<file path="src/keypad_debounce_event_engine_defines.svh">
// Assertion macros shared by the keypad engine.
`ifndef KEYPAD_DEBOUNCE_EVENT_ENGINE_DEFINES_SVH
`define KEYPAD_DEBOUNCE_EVENT_ENGINE_DEFINES_SVH
// Implication checked on every clock edge outside reset.
`define KDE_ASSERT_IMP(label, clk, rstn, a, c) \
    label: assert property (@(posedge clk) disable iff (!rstn) (a) |-> (c)) \
        else $error("%m: check failed");
// Next-cycle implication checked outside reset.
`define KDE_ASSERT_NXT(label, clk, rstn, a, c) \
    label: assert property (@(posedge clk) disable iff (!rstn) (a) |=> (c)) \
        else $error("%m: check failed");
`endif

</file>
<file path="src/kde_pkg.sv">
`timescale 1ns / 1ps
package kde_pkg;
    typedef enum logic [3:0] {
        EV_START = 4'd0, EV_WAIT_RELEASE = 4'd1, EV_WAIT_READ = 4'd2, EV_LONG = 4'd3,
        EV_ON_RELEASE = 4'd4, EV_REP_DELAY = 4'd5, EV_REP_READY = 4'd6,
        EV_REP_GAP = 4'd7, EV_END = 4'd8
    } ev_stage_t;

    typedef enum logic [1:0] {
        DB_IDLE = 2'd0, DB_CONFIRM_PRESS = 2'd1, DB_HELD = 2'd2, DB_CONFIRM_REL = 2'd3
    } db_stage_t;

    typedef enum logic [1:0] {
        SEQ_IDLE = 2'd0, SEQ_ACK = 2'd1, SEQ_KEY = 2'd2, SEQ_OUT = 2'd3
    } seq_state_t;

    localparam logic [2:0] CFG_ON_PRESS    = 3'd0;
    localparam logic [2:0] CFG_ON_RELEASE  = 3'd1;
    localparam logic [2:0] CFG_LONG_PRESS  = 3'd2;
    localparam logic [2:0] CFG_REPEAT      = 3'd3;
    localparam logic [2:0] CFG_GROUP_MAP   = 3'd4;
    localparam logic [2:0] CFG_REP_DELAY   = 3'd5;
    localparam logic [2:0] CFG_REP_INTERVAL = 3'd6;
    localparam logic [2:0] CFG_LONG_TICKS  = 3'd7;

    // State of one key, as read from and written back to the key file.
    typedef struct packed {
        db_stage_t db;
        logic [2:0] db_cnt;
        logic pressed;
        ev_stage_t ev;
        logic [15:0] hold;
        logic ready;
        logic owner;
        logic proc;
        logic after;
    } key_state_t;

    // Settings for one key, as seen by the shared unit.
    typedef struct packed {
        logic on_press;
        logic on_release;
        logic long_press;
        logic repeat_en;
        logic [2:0] group;
        logic [15:0] rep_delay;
        logic [15:0] rep_interval;
        logic [15:0] long_ticks;
    } key_cfg_t;
endpackage

</file>
<file path="src/kde_key_unit.sv">
`timescale 1ns / 1ps
// Shared per-key unit: one debounce step and the event stages of one key.
module kde_key_unit
    import kde_pkg::*;
#(
    parameter int DEBOUNCE_TICKS = 4
) (
    input  key_state_t st_in,
    input  key_cfg_t   cfg,
    input  logic       pin_pressed,
    input  logic       lock_in,
    output key_state_t st_out,
    output logic       lock_out
);
    localparam logic [2:0] DbLimit = 3'(DEBOUNCE_TICKS);

    always_comb begin
        key_state_t s;
        logic lk;
        logic rel;
        logic [2:0] cnt_inc;
        logic [15:0] h;
        s = st_in;
        lk = lock_in;
        cnt_inc = s.db_cnt + 3'd1;
        case (s.db)
            DB_IDLE: begin
                if (pin_pressed) s.db = DB_CONFIRM_PRESS;
            end
            DB_CONFIRM_PRESS: begin
                s.db_cnt = cnt_inc;
                if (cnt_inc == DbLimit) begin
                    s.db_cnt = 3'd0;
                    if (!pin_pressed) s.db = DB_IDLE;
                    else begin
                        s.pressed = 1'b1;
                        s.db = DB_HELD;
                    end
                end
            end
            DB_HELD: begin
                if (!pin_pressed) s.db = DB_CONFIRM_REL;
            end
            default: begin
                s.db_cnt = cnt_inc;
                if (cnt_inc == DbLimit) begin
                    s.db_cnt = 3'd0;
                    if (pin_pressed) s.db = DB_HELD;
                    else begin
                        s.pressed = 1'b0;
                        s.db = DB_IDLE;
                    end
                end
            end
        endcase

        if (s.ev == EV_START) begin
            if (!(cfg.group != 3'd0 && lk && !s.owner) && s.pressed) begin
                if (cfg.on_press) begin
                    s.ready = 1'b1;
                    s.ev = cfg.repeat_en ? EV_REP_DELAY : EV_WAIT_RELEASE;
                end else if (cfg.on_release) begin
                    s.ev = EV_ON_RELEASE;
                end else if (cfg.long_press) begin
                    s.ev = EV_LONG;
                end
                s.proc = 1'b1;
                if (cfg.group != 3'd0) begin
                    lk = 1'b1;
                    s.owner = 1'b1;
                end
            end
        end
        rel = !s.pressed;
        if ((s.ev == EV_REP_DELAY || s.ev == EV_REP_READY || s.ev == EV_REP_GAP) && rel) begin
            s.hold = 16'd0;
            s.ev = EV_WAIT_READ;
        end
        h = (s.hold != 16'hFFFF) ? s.hold + 16'd1 : s.hold;
        if (s.ev == EV_REP_DELAY) begin
            s.hold = h;
            if (h >= cfg.rep_delay) begin
                s.hold = 16'd0;
                s.ev = EV_REP_READY;
            end
        end
        if (s.ev == EV_REP_READY && !s.ready) begin
            s.ready = 1'b1;
            s.ev = EV_REP_GAP;
        end
        h = (s.hold != 16'hFFFF) ? s.hold + 16'd1 : s.hold;
        if (s.ev == EV_REP_GAP) begin
            s.hold = h;
            if (h >= cfg.rep_interval) begin
                s.hold = 16'd0;
                s.ev = EV_REP_READY;
            end
        end
        if (s.ev == EV_ON_RELEASE && rel) begin
            s.ready = 1'b1;
            s.ev = EV_WAIT_READ;
        end
        if (s.ev == EV_LONG) begin
            s.hold = h;
            if (rel && h <= cfg.long_ticks) begin
                s.hold = 16'd0;
                s.ready = 1'b1;
                s.after = 1'b0;
                s.ev = EV_WAIT_READ;
            end else if (h > cfg.long_ticks) begin
                s.hold = 16'd0;
                s.ready = 1'b1;
                s.after = 1'b1;
                s.ev = cfg.repeat_en ? EV_REP_GAP : EV_WAIT_RELEASE;
            end
        end
        if (s.ev == EV_WAIT_RELEASE && rel) s.ev = EV_WAIT_READ;
        if (s.ev == EV_WAIT_READ && !s.ready) s.ev = EV_END;
        if (s.ev == EV_END) begin
            if (cfg.group != 3'd0) begin
                lk = 1'b0;
                s.owner = 1'b0;
            end
            s.ev = EV_START;
            s.proc = 1'b0;
        end
        st_out = s;
        lock_out = lk;
    end
endmodule

</file>
<file path="src/keypad_debounce_event_engine.sv">
`timescale 1ns / 1ps
// Keypad debounce and event engine.
// Input channel (s_axis_*): one word per scan tick, tdata = {read_ack_mask, pin_levels}.
// Pin level 0 means pressed. Acks clear the ready flags of the keys named.
// Result channel (m_axis_*): one word per tick, tdata from bit 0 up:
// ready_mask, pressed_mask, processing_mask, after_threshold_mask,
// all_released, all_finished, then zero fill to 40 bits.
// Configuration: cfg_we/cfg_index/cfg_wdata, to be written only while idle;
// the block itself does not enforce this. Each tick passes an ack step, one
// step per key through the single shared key unit, and a step to assemble the
// word. A new tick is taken only once the last one's word is assembled.
// Ready (s_axis_tready) is low while a tick is in work. A waiting result
// word does not block the input; a stalled receiver holds the next tick in
// its assembly step until the waiting word is taken.
// Reset clears all key state and loads the timing registers with 100, 20
// and 200 ticks; no clearing pass is needed.
module keypad_debounce_event_engine
    import kde_pkg::*;
#(
    parameter int NUM_KEYS = 8,
    parameter int DEBOUNCE_TICKS = 4
) (
    input  logic        aclk,
    input  logic        aresetn,
    input  logic        s_axis_tvalid,
    output logic        s_axis_tready,
    input  logic [15:0] s_axis_tdata,   // pin_levels[7:0], read_ack_mask[15:8]
    output logic        m_axis_tvalid,
    input  logic        m_axis_tready,
    output logic [39:0] m_axis_tdata,   // ready, pressed, processing, after, all_rel, all_fin
    input  logic        cfg_we,
    input  logic [2:0]  cfg_index,
    input  logic [23:0] cfg_wdata
);
    `include "keypad_debounce_event_engine_defines.svh"
    localparam int KW = (NUM_KEYS > 1) ? $clog2(NUM_KEYS) : 1;
    localparam logic [KW-1:0] LastKey = KW'(NUM_KEYS - 1);

    logic [7:0] on_press_reg, on_release_reg, long_press_reg, repeat_reg;
    logic [23:0] group_map_reg;
    logic [15:0] rep_delay_reg, rep_interval_reg, long_ticks_reg;

    key_state_t keys_reg [NUM_KEYS];
    logic [7:0] lock_reg;
    logic [15:0] in_reg;
    logic [KW-1:0] key_reg;
    seq_state_t state_reg, state_next;
    logic [39:0] out_reg;
    logic out_valid_reg;
    logic out_free;

    key_state_t cur, upd;
    key_cfg_t kcfg;
    logic pin_pr, lock_in, lock_out;
    logic [2:0] grp;
    logic [7:0] key8;

    always_ff @(posedge aclk) begin
        if (!aresetn) begin
            on_press_reg <= '0; on_release_reg <= '0; long_press_reg <= '0;
            repeat_reg <= '0; group_map_reg <= '0;
            rep_delay_reg <= 16'd100; rep_interval_reg <= 16'd20; long_ticks_reg <= 16'd200;
        end else if (cfg_we) begin
            case (cfg_index)
                CFG_ON_PRESS:     on_press_reg <= cfg_wdata[7:0];
                CFG_ON_RELEASE:   on_release_reg <= cfg_wdata[7:0];
                CFG_LONG_PRESS:   long_press_reg <= cfg_wdata[7:0];
                CFG_REPEAT:       repeat_reg <= cfg_wdata[7:0];
                CFG_GROUP_MAP:    group_map_reg <= cfg_wdata;
                CFG_REP_DELAY:    rep_delay_reg <= cfg_wdata[15:0];
                CFG_REP_INTERVAL: rep_interval_reg <= cfg_wdata[15:0];
                CFG_LONG_TICKS:   long_ticks_reg <= cfg_wdata[15:0];
                default: ;
            endcase
        end
    end

    assign key8 = 8'(key_reg);
    assign cur = keys_reg[key_reg];
    always_comb begin
        if (key8 < 8'd8) begin
            pin_pr = !in_reg[key8[2:0]];
            grp = group_map_reg[key8[2:0]*3 +: 3];
            kcfg.on_press = on_press_reg[key8[2:0]];
            kcfg.on_release = on_release_reg[key8[2:0]];
            kcfg.long_press = long_press_reg[key8[2:0]];
            kcfg.repeat_en = repeat_reg[key8[2:0]];
        end else begin
            pin_pr = 1'b0;
            grp = 3'd0;
            kcfg.on_press = 1'b0;
            kcfg.on_release = 1'b0;
            kcfg.long_press = 1'b0;
            kcfg.repeat_en = 1'b0;
        end
        kcfg.group = grp;
        kcfg.rep_delay = rep_delay_reg;
        kcfg.rep_interval = rep_interval_reg;
        kcfg.long_ticks = long_ticks_reg;
        lock_in = lock_reg[grp];
    end

    kde_key_unit #(.DEBOUNCE_TICKS(DEBOUNCE_TICKS)) u_unit (
        .st_in(cur), .cfg(kcfg), .pin_pressed(pin_pr), .lock_in(lock_in),
        .st_out(upd), .lock_out(lock_out)
    );

    // the output register can take a new word once the waiting one leaves
    assign out_free = !out_valid_reg || m_axis_tready;

    always_comb begin
        state_next = state_reg;
        case (state_reg)
            SEQ_IDLE: if (s_axis_tvalid && s_axis_tready) state_next = SEQ_ACK;
            SEQ_ACK:  state_next = SEQ_KEY;
            SEQ_KEY:  if (key_reg == LastKey) state_next = SEQ_OUT;
            SEQ_OUT:  if (out_free) state_next = SEQ_IDLE;
            default:  state_next = SEQ_IDLE;
        endcase
    end

    assign s_axis_tready = (state_reg == SEQ_IDLE);

    always_ff @(posedge aclk) begin
        if (!aresetn) begin
            state_reg <= SEQ_IDLE;
            key_reg <= '0;
            lock_reg <= '0;
            out_valid_reg <= 1'b0;
            for (int i = 0; i < NUM_KEYS; i++) keys_reg[i] <= '0;
        end else begin
            state_reg <= state_next;
            case (state_reg)
                SEQ_IDLE: begin
                    key_reg <= '0;
                    if (s_axis_tvalid && s_axis_tready) in_reg <= s_axis_tdata;
                end
                SEQ_ACK: begin
                    // clear ready flags named by the ack mask
                    for (int i = 0; i < NUM_KEYS && i < 8; i++)
                        if (in_reg[8+i]) keys_reg[i].ready <= 1'b0;
                end
                SEQ_KEY: begin
                    keys_reg[key_reg] <= upd;
                    if (grp != 3'd0) lock_reg[grp] <= lock_out;
                    if (key_reg != LastKey) key_reg <= key_reg + 1'b1;
                end
                default: ;
            endcase
            if (state_reg == SEQ_OUT && out_free) out_valid_reg <= 1'b1;
            else if (m_axis_tvalid && m_axis_tready) out_valid_reg <= 1'b0;
        end
    end

    always_ff @(posedge aclk) begin
        if (state_reg == SEQ_OUT && out_free) begin
            logic anyp, anyq;
            logic [39:0] word;
            anyp = 1'b0;
            anyq = 1'b0;
            word = '0;
            for (int i = 0; i < NUM_KEYS; i++) begin
                anyp = anyp | keys_reg[i].pressed;
                anyq = anyq | keys_reg[i].proc;
                if (i < 8) begin
                    word[i] = keys_reg[i].ready;
                    word[8+i] = keys_reg[i].pressed;
                    word[16+i] = keys_reg[i].proc;
                    word[24+i] = keys_reg[i].after;
                end
            end
            word[32] = !anyp;
            word[33] = !anyq;
            out_reg <= word;
        end
    end

    assign m_axis_tvalid = out_valid_reg;
    assign m_axis_tdata = out_reg;

    `KDE_ASSERT_IMP(a_no_accept_busy, aclk, aresetn, state_reg != SEQ_IDLE, !s_axis_tready)
    `KDE_ASSERT_NXT(a_out_after_seq, aclk, aresetn, state_reg == SEQ_OUT, m_axis_tvalid)
    `KDE_ASSERT_IMP(a_unused_bits, aclk, aresetn, m_axis_tvalid, m_axis_tdata[39:34] == 6'd0)
endmodule
</file>
<file path="config.mk">
export PLATFORM = sky130hd
export DESIGN_NAME = keypad_debounce_event_engine
export DESIGN_NICKNAME = d
export VERILOG_FILES = /design/src/kde_pkg.sv /design/src/kde_key_unit.sv /design/src/keypad_debounce_event_engine.sv
export VERILOG_INCLUDE_DIRS = /design/src /design/src/src
export SDC_FILE = /design/constraint.sdc
export NUM_CORES = 1
export LEC_CHECK = 0
export BUFFER_PORTS_ARGS = -buffer_cell sky130_fd_sc_hd__buf_2
export CORE_ASPECT_RATIO = 1.5
export CORE_MARGIN = 5
export CORE_UTILIZATION = 30
export DETAILED_ROUTE_END_ITERATION = 16
export PLACE_DENSITY_LB_ADDON = 0.1
export SETUP_SLACK_MARGIN = 0.3
export SLEW_MARGIN = 25
export SYNTH_ARGS = -nofsm -noshare
export SYNTH_HDL_FRONTEND = slang
export SYNTH_SLANG_ARGS = --single-unit
</file>
<file path="constraint.sdc">
create_clock -name aclk -period 12.1 [get_ports aclk]
set_clock_uncertainty 0.15 [all_clocks]
set_input_delay 1.815 -clock aclk [delete_from_list [all_inputs] [get_ports aclk]]
set_output_delay 1.815 -clock aclk [all_outputs]
set_load 0.02 [all_outputs]
</file>
# Word-level counts from Yosys, hierarchy flattened
# Memory sizes are Yosys's and may differ from the RTL's. A register that Yosys moved wholly into a read port is not among the register bits.
# Cells that the tools add are included.
dict set report totals {
  register_bits 168
  mem_bits_rw 240
  inputBits 48
  output_inout_bits 42
  wordCells 252
  memories 1
}
# memory words width rd rd_ports_with_merged_regs wr line
set memory_table {}
lappend memory_table {keys_reg 8 30 9 1 8 keypad_debounce_event_engine.sv:43} ;# key_state_t keys_reg [NUM_KEYS];
dict set report op_classes {
  n_addsub 4
  mul 1
  n_lt_le_gt_ge 9
  eq_ne 32
  shifts 1
  mux 122
  bitwise 22
  reduce_logical 46
}
# cell n
set op_table {}
lappend op_table {{$mux 20} 5}
lappend op_table {{$mux 1} 69}
lappend op_table {{$mux 21} 3}
lappend op_table {{$mux 4} 11}
lappend op_table {{$add 16x1->16 const B} 2}
lappend op_table {{$ge 16x16->1} 2}
lappend op_table {{$mux 16} 2}
lappend op_table {{$ne 16x16->1 const B} 2}
lappend op_table {{$mux 30} 1}
lappend op_table {{$reduce_or 30->1} 1}
lappend op_table {{$eq 4x3->1 const B} 7}
lappend op_table {{$mux 3} 9}
lappend op_table {{$shiftx 24x6->3} 1}
lappend op_table {{$or 1x1->1} 22}
lappend op_table {{$reduce_and 2->1} 10}
lappend op_table {{$bmux 1 s3} 6}
lappend op_table {{$eq 3x3->1 const B} 6}
lappend op_table {{$gt 16x16->1} 1}
lappend op_table {{$le 16x16->1} 1}
lappend op_table {{$mux 2} 8}
lappend op_table {{$logic_and 1x1->1} 13}
lappend op_table {{$lt 3x4->1 const B} 3}
lappend op_table {{$mux 6} 2}
lappend op_table {{$logic_not 1->1} 9}
lappend op_table {{other kinds (28)} 41}

# Logic depth before layout (Yosys ltp)
dict set report depth {
  word_depth 41
  mapped_depth 57
  mapped_depth_nobuf 44
}

# Modules after synthesis
# From an unflattened synthesis, not the netlist that was laid out.
dict set report unflattened {
  hier_cells 1939
  hier_area_um2 21434.3
}
# mod instances cells_per_inst area_per_inst_um2 seq_area_each_um2
set by_module_without_submodules {}
lappend by_module_without_submodules {keypad_debounce_event_engine 1 1337 17375.4 11130.7}
lappend by_module_without_submodules {kde_key_unit 1 602 4058.9 0.0}

# Least setup slack after synthesis
# OpenSTA, ideal clock, no wires.
dict set report synth_path {
  path_kind {register to register}
  from {register (tool-made name)}
  to {memory keys_reg[4][2] (netlist name), data pin}
  setup_ns 0.284
  arrival_ns 12.409
  required_time_ns 11.666
  path_slack_ns -0.743
  path_stages_with_launch 54
  path_buffers 12
  period_less_slack_ns 12.843
  cell_sequence {dfxtp_1 -> buf_4 -> buf_2 -> buf_1 -> clkbuf_1 -> buf_1 -> clkbuf_1 -> mux2_2 -> ha_1 -> or3_4 -> a2111o_1 -> o211a_1 -> nor2_1 -> clkbuf_1 -> clkbuf_1 -> nor2_1 -> ha_1 -> nand4_1 -> [... 18 more ...] -> buf_2 -> nor3_4 -> mux2_2 -> ha_1 -> nor2b_1 -> o21a_1 -> o21a_1 -> o21a_1 -> o21a_1 -> o211ai_1 -> a211o_1 -> a21oi_1 -> nand2b_1 -> a31oi_1 -> a31o_2 -> o311a_1 -> clkbuf_1 -> a211oi_1}
}
# item line
set synth_lines {}
lappend synth_lines {{end, declared} keypad_debounce_event_engine.sv:43}

==> impl_summary.txt <==
----------------------------------------------------
[Outcome]
  Status ... completed

[STA]
  Minimum clock period ... 11.08 ns
  Slew Viols, Final ... 0
  Slew at the pin closest to its max-slew limit ... 0.986 ns
  RSZ-0062 raised after global routing ... false
  Final number of hold-violating endpoints ... 0
  Worst hold margin ... 0.300 ns
  Final setup violating endpoints ... 0
  Worst slew margin relative to its limit ... 34.3%
  Final worst path period share ... 91.5%
  Sum of negative setup slack ... 0 ns
  Max Clock Freq ... 0.0903 GHz

[Place]
  Port-buffer cells ... 83
  RePlAce Congestion ... 0.844
  DP Wirelength ... 47300 µm

[Worst setup path]
  Crit-path slowest cell ... sky130_fd_sc_hd__mux4_2
  Max incr delay on CP ... 0.53 ns
  Nature of the critical path startpoint ... flop
  Category of the critical setup timing path ... reg -> reg
  Data required time at the worst endpoint ... 12.38 ns
  Critical path fanouts, max ... 23
  Reg-to-reg setup timing slack ... 1.02 ns
  Arr. time, crit path ... 11.36 ns
  Critical Path Sink Type ... flop
  Crit Reg-Reg Endpoint ... keys_reg[0][2]
  Number of cells on the worst reg-to-reg path ... 48

[Clock tree]
  Clock buffer depth ... 3
  TritonCTS clock tree ... yes
  Inserted Clock Buffers ... 45
  Clk Tree Root Cell ... sky130_fd_sc_hd__clkbuf_16
  Clock Pin Slew Worst Setup and Hold Paths ... 0.06 ns
  Clk sink count ... 411
  H-tree level count ... 2
  Clock Latency Late Sink ... 0.62 ns

[Floorplan]
  Area of the die ... 76700 µm²
  Number of placement rows ... 119
  Die Ht ... 337 µm
  Core footprint ... 70400 µm²
  Die X-Extent ... 228 µm
  I/O pins ... 90
  Initial core utilization ... 30.3%

[Drt]
  Detailed-router iteration count before antenna repair ... 5
  Antenna Nets Post-Route ... 0
  Total vias in the final route ... 15430
  Post-DR vias/cell ... 5.22
  Sum of routed wire length over all layers ... 69500 µm
  DRC errors left ... 0
  DRC marker count from the first detailed-route iteration ... 1062
  WL/cell ... 23.5 µm

[Yosys]
  Post-synth ARST share ... 0%
  Area share of the largest cell type after synthesis ... 40.8%
  Cell variety after synth ... 93
  Total standard cell area after synthesis ... 21300 µm²
  Synth area leaders ... sky130_fd_sc_hd__edfxtp_1 41%, sky130_fd_sc_hd__dfxtp_1 11%, sky130_fd_sc_hd__mux4_2 7.4%
  Post-synth top area cell ... sky130_fd_sc_hd__edfxtp_1
  Mean instance size in the synthesized netlist ... 11.1 µm²
  Cell count after synthesis ... 1928
  Part of the Yosys area used for sequential elements ... 52.1%
  Number of enable-type register cells in the synthesized netlist ... 290
  YS warnings ... 0
  Main synth FF type ... sky130_fd_sc_hd__edfxtp_1
  Number of synthesized register bits ... 411

[GRT]
  GR Util All Layers ... 17.8%
  Antenna violations before repair ... 1
  Number of global-route vias before repair ... 15883
  Maximum number of pins on one net before global-route repair ... 108
  Total overflow reported by the global router ... 0
  Global-route wire length before repair ... 104000 µm

[Hold path]
  Terminating pin of the worst hold path ... m_axis_tdata[0]
  Hold depth ... 0
  HP Start ... keys_reg[0][3]
  Worst min-delay path category ... reg -> reg

[Job]
  Count of maximum capacitance violations ... 0

[Final layout]
  Max reg flops ... 240
  Post-layout net count ... 2120
  Count of antenna diodes in the layout ... 0
  Area delta synth->final ... 15.1%
  Share of final-layout standard cells stronger than drive strength 1 ... 19.5%

[Pwr]
  Maximum ir drop on the vdd rail ... 0.0964 mV
  Cell leakage power ... 0.00837 µW
  Total power density per cell area ... 170 nW/µm²

----------------------------------------------------
[cells by family (layout without fill, tap and decap cells)]
kind of cell	count (synthesis)	after routing	synth area share (%)
simple gates	746	746	15.8
flops	411	411	52.1
compound gates	377	377	13.5
buf+inv	183	300	3.80
mux	135	135	10.6
fa+ha+maj	58	58	3.40
xor+xnor	17	17	0.698
other cells	1	6	0.0176
[layout make-up]
| class | count | area, µm² |
|---|---|---|
| tap | 907 | 1130 |
| fill | 7035 | 45900 |
| clock buffer | 54 | 1210 |
| timing repair buffer | 162 | 1040 |
| sequential | 411 | 11100 |
| clock inverter | 29 | 256 |
| inverter | 55 | 206 |
| multi-input combinational | 1339 | 9580 |
[cells in the mapped netlist, types with 27 or more instances]
cell type / n
sky130_fd_sc_hd__a21boi_0: 94
sky130_fd_sc_hd__a21o_1: 30
sky130_fd_sc_hd__a21oi_1: 47
sky130_fd_sc_hd__clkbuf_1: 78
sky130_fd_sc_hd__dfxtp_1: 121
sky130_fd_sc_hd__edfxtp_1: 290
sky130_fd_sc_hd__ha_1: 58
sky130_fd_sc_hd__inv_1: 55
sky130_fd_sc_hd__mux2i_1: 46
sky130_fd_sc_hd__mux4_2: 70
sky130_fd_sc_hd__nand2_1: 265
sky130_fd_sc_hd__nand2b_1: 30
sky130_fd_sc_hd__nand3_1: 28
sky130_fd_sc_hd__nor2_1: 254
sky130_fd_sc_hd__nor2b_1: 28
sky130_fd_sc_hd__nor3_1: 41
sky130_fd_sc_hd__o211ai_1: 27
[where the power goes]
| group | switching (µW) | internal, µW |
|---|---|---|
| logic | 771 | 411 |
| clock network | 617 | 767 |
| registers | 29.0 | 1590 |
| total | 1420 | 2760 |
[per-layer routing]
| layer | global-route usage, % | share of wire, % | up-vias |
|---|---|---|---|
| li1 | - | - | 7262 |
| met4 | 5.64 | 3.0 | 2 |
| met5 | 0 | 0.019 | - |
| met1 | 21.5 | 41 | 7734 |
| met2 | 32.9 | 52 | 328 |
| met3 | 2.38 | 3.5 | 104 |
[worst max-delay path by stage]
stage	startpoint	endpoint	cells after the start
detailed placement	flop	keys_reg[2][21]	44
global placement	flop	keys_reg[4][21]	48
global route	flop	keys_reg[0][2]	48
floorplan	flop	keys_reg[5][13]	54
CTS	flop	keys_reg[2][21]	44
finish	flop	keys_reg[0][2]	48
[what timing repair did]
item                                    4_1_cts  5_1_grt
gates resized for setup                       0       16
hold buffers                                  0        0
setup buffers                                 0        2
endpoints found under the hold margin         0        0
endpoints found under the setup margin        0      183
[worst max-delay path: cells and delay by family, from the launching register on]
family                   cells  cell delay, ns
AND/OR/NAND/NOR             16            3.07
AO/OA/AOI/OAI               19            3.83
buffers and inverters        5            0.98
multiplexers                 2            0.85
adder cells (fa/ha/maj)      5            1.30
flip-flops                   1            0.43
XOR/XNOR                     1            0.23
[stage by stage]
stage	area [µm²]	cells	worst slack, ns	utilization (%)	power (µW)
2_1_floorplan	21400	1933	0.340	-	2400
3_3_place_gp	23000	2871	0.493	32.6	2810
3_5_place_dp	23000	2871	0.341	32.6	2820
4_1_cts	24500	2954	0.306	34.7	4220
5_1_grt	24600	2957	0.317	34.9	4390
6_report	24600	2957	1.02	34.9	4180
[placed cells by master, fill, tap and decap left out, types with 16 or more instances in the layout]
cell type | synthesis | routed
sky130_fd_sc_hd__nand3_1 | 28 | 25
sky130_fd_sc_hd__nor2b_1 | 28 | 27
sky130_fd_sc_hd__a31oi_1 | 21 | 20
sky130_fd_sc_hd__o211ai_1 | 27 | 27
sky130_fd_sc_hd__mux4_2 | 70 | 70
sky130_fd_sc_hd__mux2i_1 | 46 | 46
sky130_fd_sc_hd__a21o_1 | 30 | 30
sky130_fd_sc_hd__ha_1 | 58 | 57
sky130_fd_sc_hd__a21boi_0 | 94 | 93
sky130_fd_sc_hd__nand2_1 | 265 | 256
sky130_fd_sc_hd__mux2_2 | 16 | 16
sky130_fd_sc_hd__edfxtp_1 | 290 | 290
sky130_fd_sc_hd__inv_1 | 55 | 55
sky130_fd_sc_hd__nor3_1 | 41 | 39
sky130_fd_sc_hd__o21ai_0 | 23 | 21
sky130_fd_sc_hd__buf_2 | 16 | 82
sky130_fd_sc_hd__a21oi_1 | 47 | 46
sky130_fd_sc_hd__nand2b_1 | 30 | 30
sky130_fd_sc_hd__dfxtp_1 | 121 | 118
sky130_fd_sc_hd__nor2_1 | 254 | 251
sky130_fd_sc_hd__clkbuf_16 | 0 | 46
sky130_fd_sc_hd__buf_4 | 14 | 77
Power figures use the tool's default switching activity.
